`src/design/krts_pkg.sv`:
```
// Shared types, constants and helpers for the keyed record table sorter.
// Depends on nothing; used by krts_store and keyed_record_table_sorter.
package krts_pkg;

	localparam int ENTRIES = 16;
	localparam int IDX_W   = $clog2(ENTRIES);
	localparam int CNT_W   = $clog2(ENTRIES + 1);

	// command codes
	localparam logic [4:0] CMD_TAIL        = 5'd0;
	localparam logic [4:0] CMD_HEAD        = 5'd1;
	localparam logic [4:0] CMD_DEL_HEAD    = 5'd2;
	localparam logic [4:0] CMD_DEL_CODE    = 5'd3;
	localparam logic [4:0] CMD_FIND        = 5'd4;
	localparam logic [4:0] CMD_UPDATE      = 5'd5;
	localparam logic [4:0] CMD_COUNT       = 5'd6;
	localparam logic [4:0] CMD_SORT_PA     = 5'd7;
	localparam logic [4:0] CMD_SORT_PD     = 5'd8;
	localparam logic [4:0] CMD_SORT_RA     = 5'd9;
	localparam logic [4:0] CMD_SORT_RD     = 5'd10;
	localparam logic [4:0] CMD_READ        = 5'd11;
	localparam logic [4:0] CMD_MAX_P       = 5'd12;
	localparam logic [4:0] CMD_MIN_P       = 5'd13;
	localparam logic [4:0] CMD_MAX_R       = 5'd14;
	localparam logic [4:0] CMD_MIN_R       = 5'd15;
	localparam logic [4:0] CMD_FIND_RIDERS = 5'd16;
	localparam logic [4:0] CMD_FIND_PRICE  = 5'd17;

	// status codes
	localparam logic [2:0] ST_OK    = 3'd0;
	localparam logic [2:0] ST_MISS  = 3'd1;
	localparam logic [2:0] ST_DUP   = 3'd2;
	localparam logic [2:0] ST_FULL  = 3'd3;
	localparam logic [2:0] ST_EMPTY = 3'd4;

	typedef struct packed {
		logic [23:0] code;
		logic [63:0] tag;
		logic [30:0] price;
		logic [15:0] riders;
	} rec_t;

	typedef struct packed {
		logic [2:0] status;
		logic [3:0] slot;
		rec_t       rec;
		logic       last;
	} res_t;

	typedef enum logic [4:0] {
		S_IDLE,
		S_SCAN_RD,
		S_SCAN_CHK,
		S_SHIFT_RD,
		S_SHIFT_WR,
		S_READ_RD,
		S_READ_CHK,
		S_SORT_RDI,
		S_SORT_LDI,
		S_SORT_RDJ,
		S_SORT_CMP,
		S_SORT_WRI,
		S_EXT_RD,
		S_EXT_CHK,
		S_EMIT_RD,
		S_EMIT_CHK,
		S_RESP
	} state_t;

	// fold lower-case letters to upper case in each of the three bytes
	function automatic logic [23:0] fold(input logic [23:0] c);
		logic [23:0] r;
		logic [7:0]  b;
		r = '0;
		for (int i = 0; i < 3; i++) begin
			b = c[8*i +: 8];
			if (b >= 8'h61 && b <= 8'h7A)
				b = b - 8'h20;
			r[8*i +: 8] = b;
		end
		return r;
	endfunction

	// physical slot of a list position
	function automatic logic [IDX_W-1:0] phys(input logic [IDX_W-1:0] h,
			input logic [CNT_W-1:0] p);
		logic [CNT_W:0] s;
		s = (CNT_W+1)'(h) + (CNT_W+1)'(p);
		if (s >= (CNT_W+1)'(ENTRIES))
			s = s - (CNT_W+1)'(ENTRIES);
		return s[IDX_W-1:0];
	endfunction

	function automatic logic [30:0] key_of(input rec_t r, input logic by_r);
		return by_r ? 31'(r.riders) : r.price;
	endfunction

endpackage

```
`src/design/krts_store.sv`:
```
// Record store: one write port, one read port with registered read data.
// Depends on krts_pkg for the record type and depth.
module krts_store (
	input  logic                        clk,
	input  logic                        we,
	input  logic [krts_pkg::IDX_W-1:0]  waddr,
	input  krts_pkg::rec_t              wdata,
	input  logic [krts_pkg::IDX_W-1:0]  raddr,
	output krts_pkg::rec_t              rdata
);

	krts_pkg::rec_t mem [krts_pkg::ENTRIES];

	always_ff @(posedge clk) begin
		if (we)
			mem[waddr] <= wdata;
		rdata <= mem[raddr];
	end

endmodule

```
`src/design/keyed_record_table_sorter.sv`:
```
// Keyed record table sorter: ordered table of up to ENTRIES records in a circular store.
// Finds, updates and extremes scan the table one entry at a time (extremes scan it twice), a middle
// delete moves each later entry one place toward the head, and a sort is an exchange sort over pairs;
// one command at a time, one store port each way.
// Reset clears the sequencer, head and fill count; the table comes up empty with no sweep.
// Depends on krts_pkg and krts_store.
module keyed_record_table_sorter (
	input  logic        clk,
	input  logic        arst_n,
	input  logic        in_valid,
	output logic        in_stall,
	input  logic [4:0]  cmd,
	input  logic [23:0] record_code,
	input  logic [63:0] name_tag,
	input  logic [30:0] price_in,
	input  logic [15:0] riders_in,
	input  logic [3:0]  slot_in,
	output logic        out_valid,
	input  logic        out_stall,
	output logic [2:0]  status,
	output logic [3:0]  slot_out,
	output logic [23:0] code_out,
	output logic [63:0] tag_out,
	output logic [30:0] price_out,
	output logic [15:0] riders_out,
	output logic [4:0]  fill_out,
	output logic        last
);

	localparam int IDX_W = krts_pkg::IDX_W;
	localparam int CNT_W = krts_pkg::CNT_W;

	krts_pkg::state_t state_q, state_d, ret_q, ret_d;
	logic [4:0]       cmd_q, cmd_d;
	krts_pkg::rec_t   in_q, in_d;
	logic [IDX_W-1:0] head_q, head_d;
	logic [CNT_W-1:0] fill_q, fill_d;
	logic [CNT_W-1:0] pos_q, pos_d;
	logic [CNT_W-1:0] j_q, j_d;
	krts_pkg::rec_t   a_q, a_d;
	logic [30:0]      ext_q, ext_d;
	krts_pkg::rec_t   pend_q, pend_d;
	logic [3:0]       pend_slot_q, pend_slot_d;
	logic             have_q, have_d;
	krts_pkg::res_t   res_q, res_d;

	// store port
	logic             we;
	logic [IDX_W-1:0] waddr, raddr;
	krts_pkg::rec_t   wdata, rd;

	// output register
	logic             out_valid_q;
	krts_pkg::res_t   out_q;
	logic [4:0]       out_fill_q;
	logic             out_load;

	logic             out_free;
	logic             by_r, desc, want_max, hit, better, swap;
	logic [30:0]      kv;
	krts_pkg::rec_t   upd;
	krts_pkg::rec_t   in_rec;

	krts_store u_store (
		.clk   (clk),
		.we    (we),
		.waddr (waddr),
		.wdata (wdata),
		.raddr (raddr),
		.rdata (rd)
	);

	assign in_rec = '{code: record_code, tag: name_tag, price: price_in, riders: riders_in};
	assign out_free = !out_valid_q || !out_stall;
	assign in_stall = (state_q != krts_pkg::S_IDLE);

	// key selection, direction of sorts and extremes
	assign by_r     = (cmd_q == krts_pkg::CMD_SORT_RA) || (cmd_q == krts_pkg::CMD_SORT_RD) ||
	                  (cmd_q == krts_pkg::CMD_MAX_R) || (cmd_q == krts_pkg::CMD_MIN_R);
	assign desc     = (cmd_q == krts_pkg::CMD_SORT_PD) || (cmd_q == krts_pkg::CMD_SORT_RD);
	assign want_max = (cmd_q == krts_pkg::CMD_MAX_P) || (cmd_q == krts_pkg::CMD_MAX_R);
	assign kv       = krts_pkg::key_of(rd, by_r);
	assign better   = want_max ? (kv > ext_q) : (kv < ext_q);
	assign swap     = desc ? (krts_pkg::key_of(a_q, by_r) < kv)
	                       : (krts_pkg::key_of(a_q, by_r) > kv);

	// match test of the scan: code (case folded), count or price
	always_comb begin
		case (cmd_q)
			krts_pkg::CMD_FIND_RIDERS: hit = (rd.riders == in_q.riders);
			krts_pkg::CMD_FIND_PRICE:  hit = (rd.price == in_q.price);
			default:                   hit = (krts_pkg::fold(rd.code) ==
			                                  krts_pkg::fold(in_q.code));
		endcase
	end

	// update keeps the stored code and takes the rest from the command
	assign upd = '{code: rd.code, tag: in_q.tag, price: in_q.price, riders: in_q.riders};

	always_comb begin
		state_d     = state_q;
		ret_d       = ret_q;
		cmd_d       = cmd_q;
		in_d        = in_q;
		head_d      = head_q;
		fill_d      = fill_q;
		pos_d       = pos_q;
		j_d         = j_q;
		a_d         = a_q;
		ext_d       = ext_q;
		pend_d      = pend_q;
		pend_slot_d = pend_slot_q;
		have_d      = have_q;
		res_d       = res_q;
		we          = 1'b0;
		waddr       = krts_pkg::phys(head_q, pos_q);
		wdata       = rd;
		raddr       = krts_pkg::phys(head_q, pos_q);
		out_load    = 1'b0;

		case (state_q)
			krts_pkg::S_IDLE: begin
				if (in_valid) begin
					cmd_d  = cmd;
					in_d   = in_rec;
					pos_d  = '0;
					have_d = 1'b0;
					ret_d  = krts_pkg::S_IDLE;
					res_d  = '{status: krts_pkg::ST_OK, slot: 4'd0, rec: '0, last: 1'b1};
					state_d = krts_pkg::S_RESP;
					case (cmd) inside
						krts_pkg::CMD_TAIL, krts_pkg::CMD_DEL_CODE, krts_pkg::CMD_FIND,
						krts_pkg::CMD_UPDATE, krts_pkg::CMD_FIND_RIDERS,
						krts_pkg::CMD_FIND_PRICE: begin
							state_d = krts_pkg::S_SCAN_RD;
						end
						krts_pkg::CMD_HEAD: begin
							if (fill_q >= CNT_W'(krts_pkg::ENTRIES)) begin
								res_d.status = krts_pkg::ST_FULL;
							end else begin
								// step the head back and write the new record there
								head_d = (head_q == '0) ? IDX_W'(krts_pkg::ENTRIES - 1)
								                        : head_q - 1'b1;
								we     = 1'b1;
								waddr  = head_d;
								wdata  = in_rec;
								fill_d = fill_q + 1'b1;
								res_d.rec = in_rec;
							end
						end
						krts_pkg::CMD_DEL_HEAD: begin
							if (fill_q == '0)
								res_d.status = krts_pkg::ST_EMPTY;
							else
								state_d = krts_pkg::S_READ_RD;
						end
						krts_pkg::CMD_READ: begin
							if (CNT_W'(slot_in) >= fill_q) begin
								res_d.status = krts_pkg::ST_MISS;
							end else begin
								pos_d   = CNT_W'(slot_in);
								state_d = krts_pkg::S_READ_RD;
							end
						end
						[krts_pkg::CMD_SORT_PA : krts_pkg::CMD_SORT_RD]: begin
							if (fill_q == '0)
								res_d.status = krts_pkg::ST_EMPTY;
							else
								state_d = krts_pkg::S_SORT_RDI;
						end
						[krts_pkg::CMD_MAX_P : krts_pkg::CMD_MIN_R]: begin
							if (fill_q == '0)
								res_d.status = krts_pkg::ST_EMPTY;
							else
								state_d = krts_pkg::S_EXT_RD;
						end
						default: ;
					endcase
				end
			end

			// linear search from the head
			krts_pkg::S_SCAN_RD: begin
				if (pos_q == fill_q) begin
					state_d = krts_pkg::S_RESP;
					res_d   = '{status: krts_pkg::ST_MISS, slot: 4'd0, rec: '0, last: 1'b1};
					if (cmd_q == krts_pkg::CMD_TAIL) begin
						if (fill_q >= CNT_W'(krts_pkg::ENTRIES)) begin
							res_d.status = krts_pkg::ST_FULL;
						end else begin
							// append at the tail
							we     = 1'b1;
							waddr  = krts_pkg::phys(head_q, fill_q);
							wdata  = in_q;
							fill_d = fill_q + 1'b1;
							res_d  = '{status: krts_pkg::ST_OK, slot: fill_q[3:0],
							           rec: in_q, last: 1'b1};
						end
					end
				end else begin
					state_d = krts_pkg::S_SCAN_CHK;
				end
			end

			krts_pkg::S_SCAN_CHK: begin
				if (hit) begin
					res_d   = '{status: krts_pkg::ST_OK, slot: pos_q[3:0], rec: rd, last: 1'b1};
					state_d = krts_pkg::S_RESP;
					case (cmd_q)
						krts_pkg::CMD_TAIL: res_d.status = krts_pkg::ST_DUP;
						krts_pkg::CMD_UPDATE: begin
							we        = 1'b1;
							wdata     = upd;
							res_d.rec = upd;
						end
						krts_pkg::CMD_DEL_CODE: begin
							if (pos_q == '0) begin
								head_d = (head_q == IDX_W'(krts_pkg::ENTRIES - 1)) ? '0
								                                                     : head_q + 1'b1;
								fill_d = fill_q - 1'b1;
							end else begin
								state_d = krts_pkg::S_SHIFT_RD;
							end
						end
						default: ;
					endcase
				end else begin
					pos_d   = pos_q + 1'b1;
					state_d = krts_pkg::S_SCAN_RD;
				end
			end

			// close the gap: move each later record one place toward the head
			krts_pkg::S_SHIFT_RD: begin
				raddr = krts_pkg::phys(head_q, pos_q + 1'b1);
				if (pos_q + 1'b1 >= fill_q) begin
					fill_d  = fill_q - 1'b1;
					state_d = krts_pkg::S_RESP;
				end else begin
					state_d = krts_pkg::S_SHIFT_WR;
				end
			end

			krts_pkg::S_SHIFT_WR: begin
				we      = 1'b1;
				pos_d   = pos_q + 1'b1;
				state_d = krts_pkg::S_SHIFT_RD;
			end

			krts_pkg::S_READ_RD: begin
				state_d = krts_pkg::S_READ_CHK;
			end

			krts_pkg::S_READ_CHK: begin
				res_d   = '{status: krts_pkg::ST_OK, slot: pos_q[3:0], rec: rd, last: 1'b1};
				state_d = krts_pkg::S_RESP;
				if (cmd_q == krts_pkg::CMD_DEL_HEAD) begin
					head_d = (head_q == IDX_W'(krts_pkg::ENTRIES - 1)) ? '0 : head_q + 1'b1;
					fill_d = fill_q - 1'b1;
				end
			end

			// exchange sort: a_q holds the record currently at position i
			krts_pkg::S_SORT_RDI: begin
				if (pos_q >= fill_q)
					state_d = krts_pkg::S_RESP;
				else
					state_d = krts_pkg::S_SORT_LDI;
			end

			krts_pkg::S_SORT_LDI: begin
				a_d     = rd;
				j_d     = pos_q + 1'b1;
				state_d = krts_pkg::S_SORT_RDJ;
			end

			krts_pkg::S_SORT_RDJ: begin
				raddr = krts_pkg::phys(head_q, j_q);
				if (j_q >= fill_q) begin
					pos_d   = pos_q + 1'b1;
					state_d = krts_pkg::S_SORT_RDI;
				end else begin
					state_d = krts_pkg::S_SORT_CMP;
				end
			end

			krts_pkg::S_SORT_CMP: begin
				j_d     = j_q + 1'b1;
				state_d = krts_pkg::S_SORT_RDJ;
				if (swap) begin
					// old i record goes to j now, new i record is written next cycle
					we      = 1'b1;
					waddr   = krts_pkg::phys(head_q, j_q);
					wdata   = a_q;
					a_d     = rd;
					state_d = krts_pkg::S_SORT_WRI;
				end
			end

			krts_pkg::S_SORT_WRI: begin
				we      = 1'b1;
				wdata   = a_q;
				state_d = krts_pkg::S_SORT_RDJ;
			end

			// first pass: find the extreme key
			krts_pkg::S_EXT_RD: begin
				state_d = krts_pkg::S_EXT_CHK;
			end

			krts_pkg::S_EXT_CHK: begin
				if (pos_q == '0 || better)
					ext_d = kv;
				if (pos_q + 1'b1 == fill_q) begin
					pos_d   = '0;
					state_d = krts_pkg::S_EMIT_RD;
				end else begin
					pos_d   = pos_q + 1'b1;
					state_d = krts_pkg::S_EXT_RD;
				end
			end

			// second pass: report matches, holding one back to mark the last
			krts_pkg::S_EMIT_RD: begin
				if (pos_q == fill_q) begin
					res_d   = '{status: krts_pkg::ST_OK, slot: pend_slot_q, rec: pend_q,
					            last: 1'b1};
					ret_d   = krts_pkg::S_IDLE;
					state_d = krts_pkg::S_RESP;
				end else begin
					state_d = krts_pkg::S_EMIT_CHK;
				end
			end

			krts_pkg::S_EMIT_CHK: begin
				pos_d   = pos_q + 1'b1;
				state_d = krts_pkg::S_EMIT_RD;
				if (kv == ext_q) begin
					pend_d      = rd;
					pend_slot_d = pos_q[3:0];
					have_d      = 1'b1;
					if (have_q) begin
						res_d   = '{status: krts_pkg::ST_OK, slot: pend_slot_q, rec: pend_q,
						            last: 1'b0};
						ret_d   = krts_pkg::S_EMIT_RD;
						state_d = krts_pkg::S_RESP;
					end
				end
			end

			// hold the result until the output register frees up
			krts_pkg::S_RESP: begin
				if (out_free) begin
					out_load = 1'b1;
					state_d  = ret_q;
				end
			end

			default: state_d = krts_pkg::S_IDLE;
		endcase
	end

	always_ff @(posedge clk or negedge arst_n) begin
		if (!arst_n) begin
			state_q     <= krts_pkg::S_IDLE;
			ret_q       <= krts_pkg::S_IDLE;
			head_q      <= '0;
			fill_q      <= '0;
			have_q      <= 1'b0;
			out_valid_q <= 1'b0;
		end else begin
			state_q <= state_d;
			ret_q   <= ret_d;
			head_q  <= head_d;
			fill_q  <= fill_d;
			have_q  <= have_d;
			if (out_load)
				out_valid_q <= 1'b1;
			else if (!out_stall)
				out_valid_q <= 1'b0;
		end
	end

	// payload registers
	always_ff @(posedge clk) begin
		cmd_q       <= cmd_d;
		in_q        <= in_d;
		pos_q       <= pos_d;
		j_q         <= j_d;
		a_q         <= a_d;
		ext_q       <= ext_d;
		pend_q      <= pend_d;
		pend_slot_q <= pend_slot_d;
		res_q       <= res_d;
		if (out_load) begin
			out_q      <= res_q;
			out_fill_q <= 5'(fill_q);
		end
	end

	assign out_valid  = out_valid_q;
	assign status     = out_q.status;
	assign slot_out   = out_q.slot;
	assign code_out   = out_q.rec.code;
	assign tag_out    = out_q.rec.tag;
	assign price_out  = out_q.rec.price;
	assign riders_out = out_q.rec.riders;
	assign fill_out   = out_fill_q;
	assign last       = out_q.last;

endmodule

```
`config.mk`:
```
export PLATFORM = sky130hd
export DESIGN_NAME = keyed_record_table_sorter
export DESIGN_NICKNAME = d
export VERILOG_FILES = /design/src/design/krts_pkg.sv /design/src/design/krts_store.sv /design/src/design/keyed_record_table_sorter.sv
export SDC_FILE = /design/constraint.sdc
export NUM_CORES = 2
export LEC_CHECK = 0
export ABC_AREA = 1
export BUFFER_PORTS_ARGS = -buffer_cell sky130_fd_sc_hd__buf_2
export CORE_MARGIN = 1.5
export CORE_UTILIZATION = 70
export CTS_BUF_LIST = sky130_fd_sc_hd__clkbuf_2 sky130_fd_sc_hd__clkbuf_4 sky130_fd_sc_hd__clkbuf_8
export CTS_CLUSTER_DIAMETER = 150
export DETAILED_ROUTE_END_ITERATION = 8
export GPL_TIMING_DRIVEN = 0
export PLACE_DENSITY = 0.88
export SYNTH_ARGS = -nofsm -noshare
export SYNTH_HDL_FRONTEND = slang
export SYNTH_SLANG_ARGS = --single-unit
export TNS_END_PERCENT = 5
```
`constraint.sdc`:
```
create_clock -name clk -period 31.5 [get_ports clk]
set_input_delay 4.725 -clock clk [delete_from_list [all_inputs] [get_ports clk]]
set_output_delay 4.725 -clock clk [all_outputs]
set_load 0.01 [all_outputs]
```
==> metrics.yaml, run 1 <==
status: "stopped before the end"
haltStage: "5_1_grt"
firstError: "[ERROR GRT-0232] Routing congestion too high. Check the congestion heatmap in the GUI."
ys_warn_count: 0
postCtsSetupBuffers: 0
synthArstFlopShare_pct: 0.556
grt_overflow: 270
initial_utilization_pct: 70.5
htreeDepth: 5
synth-seq-cells: 3058
port_buffers: 297
cts.sinks: 3058
num_io_pins: 298
cts_hold_buf: 0
grt_usage_pct: 84.4
yosysTopAreaCell: "edfxtp_1"
cts_inserted_buffers: 462
synth_common_cells: "2,906 x edfxtp_1, 2,026 x nor2_1, 1,190 x o21ai_0"
syn_area_mm2: 0.128
ys.flop_type: "edfxtp_1"
fp.dieH_um: 430
ctsResizeCount: 0
clk_path_buf_depth: 4
synth_edf_count: 2906
placed_cells: 13206
synth-seq-area-share_pct: 70.8
synth.avg_cell_area_um2: 12.3
hpwl_mm: 390
rows: 156
yosysUniqueCellTypes: 63
die_w_um: 430
gp_congestion: 1.13
grt_max_degree: 102
syn_inst: 10378
synth.top_cell.area_share_pct: 68.4
cts-root-buf: "clkbuf_8"
synth_nets: 10627
synth_area_leaders: "edfxtp_1 68%, nor2_1 6.0%, o21ai_0 4.7%, o32ai_1 2.8%, nand2_1 2.5%"
yosysMostFrequentCell: "edfxtp_1"
through the flow:
| stage | hold slack, ns | TNS, ns | setup WS (ns) | instance area (µm²) |
|---|---|---|---|---|
| after CTS | 0.403 | 0 | 21.70 | 145000 |
| after detailed placement | 0.405 | 0 | 20.65 | 136000 |
| after global placement | 0.400 | -274.09 | -0.571 | 132000 |
| after floorplan | 0.400 | 0 | 12.90 | 128000 |
layer usage:
metal	global-route usage [%]	GRT overflow
met1	85.8	46
met4	78.9	78
met5	54.2	8
met3	77.1	48
met2	94.1	90
kinds of logic after synthesis:
logic type,share of synthesized area [%]
XOR/XNOR,0.453
multiplexers,0.384
flip-flops,70.8
buffers and inverters,3.52
AND/OR/NAND/NOR,10.0
adder cells (fa/ha/maj),1.02
AO/OA/AOI/OAI,13.8
==> run 2: changes to the inputs <==
--- a/config.mk
+++ b/config.mk
@@ -8,12 +8,10 @@
 export ABC_AREA = 1
 export BUFFER_PORTS_ARGS = -buffer_cell sky130_fd_sc_hd__buf_2
 export CORE_MARGIN = 1.5
-export CORE_UTILIZATION = 70
-export CTS_BUF_LIST = sky130_fd_sc_hd__clkbuf_2 sky130_fd_sc_hd__clkbuf_4 sky130_fd_sc_hd__clkbuf_8
-export CTS_CLUSTER_DIAMETER = 150
+export CORE_UTILIZATION = 40
 export DETAILED_ROUTE_END_ITERATION = 8
 export GPL_TIMING_DRIVEN = 0
-export PLACE_DENSITY = 0.88
+export PLACE_DENSITY_LB_ADDON = 0.15
 export SYNTH_ARGS = -nofsm -noshare
 export SYNTH_HDL_FRONTEND = slang
 export SYNTH_SLANG_ARGS = --single-unit
==> run 2 against run 1 <==
The flow now finishes, with violations (capacitance limit, slew limit). Synthesized cell count did not move. Area after synthesis did not move.
==> metrics.yaml, run 2 <==
status: "finished with violations"
violations: "capacitance limit, slew limit"
insertion_delay_ns: 0.98
synthArstFlopShare_pct: 0.556  # unchanged
place_area_mm2: 0.139  # +2.8%
antenna_found_initial: 117
worst-path-max-fanout: 21
avgRoutedWirePerCell_um: 39.0
maxCapViolations: 14
core_mm2: 0.318
yosysUniqueCellTypes: 63  # unchanged
yosysTopAreaCell: "edfxtp_1"
period_share_pct: 33.8
worst_pin_slew_ns: 1.62
num_io_pins: 298  # unchanged
grt_usage_pct: 37.3
rows: 207  # +33%
cts_hold_buf: 0  # unchanged
synth.top_cell.area_share_pct: 68.4  # unchanged
fp.dieH_um: 568  # +32%
remaining_drc_errors: 0
fin_worst_skew_ns: 0.0840
cts.sinks: 3058  # unchanged
setup_viol: 0
ctsResizeCount: 0  # unchanged
r2r-start: "cmd_q[4]$_DFFE_PP_"
grt_max_degree: 96
worstHoldPathType: "reg2reg"
crit_path_end_kind: "flip-flop"
hpwl_mm: 456  # +17%
max_slew_margin_pct: -7.94
cts-root-buf: "clkbuf_16"
die_w_um: 568  # +32%
grt_pass1_vias: 91127
totalWireLength_mm: 616
gp_congestion: 0.993  # -13%
syn_inst: 10378  # unchanged
cp-start-kind: "input port"
layout.cells.non_filler: 15789
rsz0062_at_grt: "no"
largestRegisters: "u_store.mem x2160, res_q x143"
synth-seq-area-share_pct: 70.8  # unchanged
nets: 11483
cts_inserted_buffers: 340  # -26%
cts_tree: "yes"
synth_nets: 10627  # unchanged
required_ns: 32.14
initial_utilization_pct: 40.2  # -30 points
mostFrequentLayoutCells: "2,906 x edfxtp_1, 2,006 x nor2_1, 1,171 x o21ai_0, 839 x nand2_1, 583 x clkbuf_1"
syn_area_mm2: 0.128  # unchanged
clk_path_buf_depth: 4  # unchanged
htreeDepth: 5  # unchanged
crit_slowest_cell: "nor2_4"
drtIter0Drc: 14848
stdcell_area_mm2: 0.151
firstDrtPassIters: 6
dieArea_mm2: 0.322
largest_reg_flops: 2160
postCtsSetupBuffers: 0  # unchanged
cp_cell_sequence: "buf_2 > nor2_1 > inv_1 > nor2_1 > inv_1 > nor2_2 > inv_1 > nor2_4 > inv_1 > nor2_2 > nor2_1 > inv_2 > nand2_1 > a211oi_1 > nand2_1 > nand2_1 > nand3_1 > nor2_4 > buf_12 > buf_12 > buf_12 > buf_16"
registers.top_by_ff_count: "u_store.mem"
cp_common_cell: "inv_1"
clk_pin_slew_ns: 0.06
min_period_ns: 10.64
synth-seq-cells: 3058  # unchanged
critPathLaunch: "cmd[3]"
max_stage_delay_ns: 0.85
timing.final.ws_setup_ns: 20.86
whs_ns: 0.379
grt_overflow: 0
vias: 98026
hold_viol: 0
ys.flop_type: "edfxtp_1"
area_growth_pct: 18.1
synth_area_leaders: "edfxtp_1 68%, nor2_1 6.0%, o21ai_0 4.7%, o32ai_1 2.8%, nand2_1 2.5%"
hold_start: "res_q[106]$_DFFE_PP_"
synth_edf_count: 2906  # unchanged
dp_slack_ns: 20.07  # -0.583 ns
fmax_ghz: 0.0940
placed_cells: 15070  # +14%
final_layout_size_suffix_gt1_share_pct: 11.6
synth.avg_cell_area_um2: 12.3  # unchanged
vias_per_cell: 6.21
path_class: "in2reg"
yosysMostFrequentCell: "edfxtp_1"
grt_first_pass_wirelength_mm: 814
port_buffers: 297  # unchanged
ys_warn_count: 0  # unchanged
antenna_left: 0
worstPathArrival_ns: 11.28
synth_common_cells: "2,906 x edfxtp_1, 2,026 x nor2_1, 1,190 x o21ai_0"
maxSlewViolCount: 144
mostFrequentLayoutCell: "edfxtp_1"
run 2: cell counts after synthesis:
Identical to the previous run, type by type.
run 2: final cells by class:
cell class	count	area, µm²
antenna	94	235
buffer	675	2730
clock buffer	447	9170
clock inverter	176	1800
fill	28401	167000
inverter	488	1840
multi-input combinational	6157	33400
sequential	3058	90400
tap	4180	5230
timing repair buffer	514	5900
run 2: final timing paths:
kind | to | slack [ns] | cells after the start
worst min-delay path | tag_out[58]$_DFFE_PP_ | 0.38 | 0
min in group asynchronous | fill_q[3]$_DFFE_PN0P_ | 3.78 | 1
worst max-delay path | u_store.mem[3][72]$_DFFE_PP_ | 20.86 | 22
max in group asynchronous | head_q[2]$_DFFE_PN0P_ | 27.36 | 1
worst max register to register | u_store.mem[5][55]$_DFFE_PP_ | 23.03 | 27
worst min register to register | tag_out[58]$_DFFE_PP_ | 0.38 | 0
run 2: cell families after synthesis:
kind of cell	share of synthesized area [%]
XOR/XNOR	0.453
adder cells (fa/ha/maj)	1.02
flip-flops	70.8
multiplexers	0.384
AND/OR/NAND/NOR	10.0
buffers and inverters	3.52
AO/OA/AOI/OAI	13.8
run 2: per-stage QoR:
step / TNS (ns) / util, %
after floorplan: 0 / -
after global placement: -7974.45 / 42.3
after detailed placement: 0 / 43.9
after CTS: 0 / 47.3
after global routing: 0 / 47.4
final: 0 / 47.4
run 2: metal layers:
layer	global-route usage [%]	up-vias	wire length (µm)
li1	-	40454	-
met1	49.8	49786	241000
met2	56.4	6548	271000
met3	8.89	1194	66900
met4	19.9	44	36800
met5	0	-	272
run 2: worst max-delay path, delay by kind of cell:
family | cells | cell delay (ns)
AOI/OAI and AO/OA | 1 | 0.45
and+or+nand+nor | 11 | 3.90
buffers and inverters | 10 | 2.03
Power of run 2 is left out: the tool's default activity adds up to more than one toggle a clock period on the data nets, which glitch-free logic cannot reach.
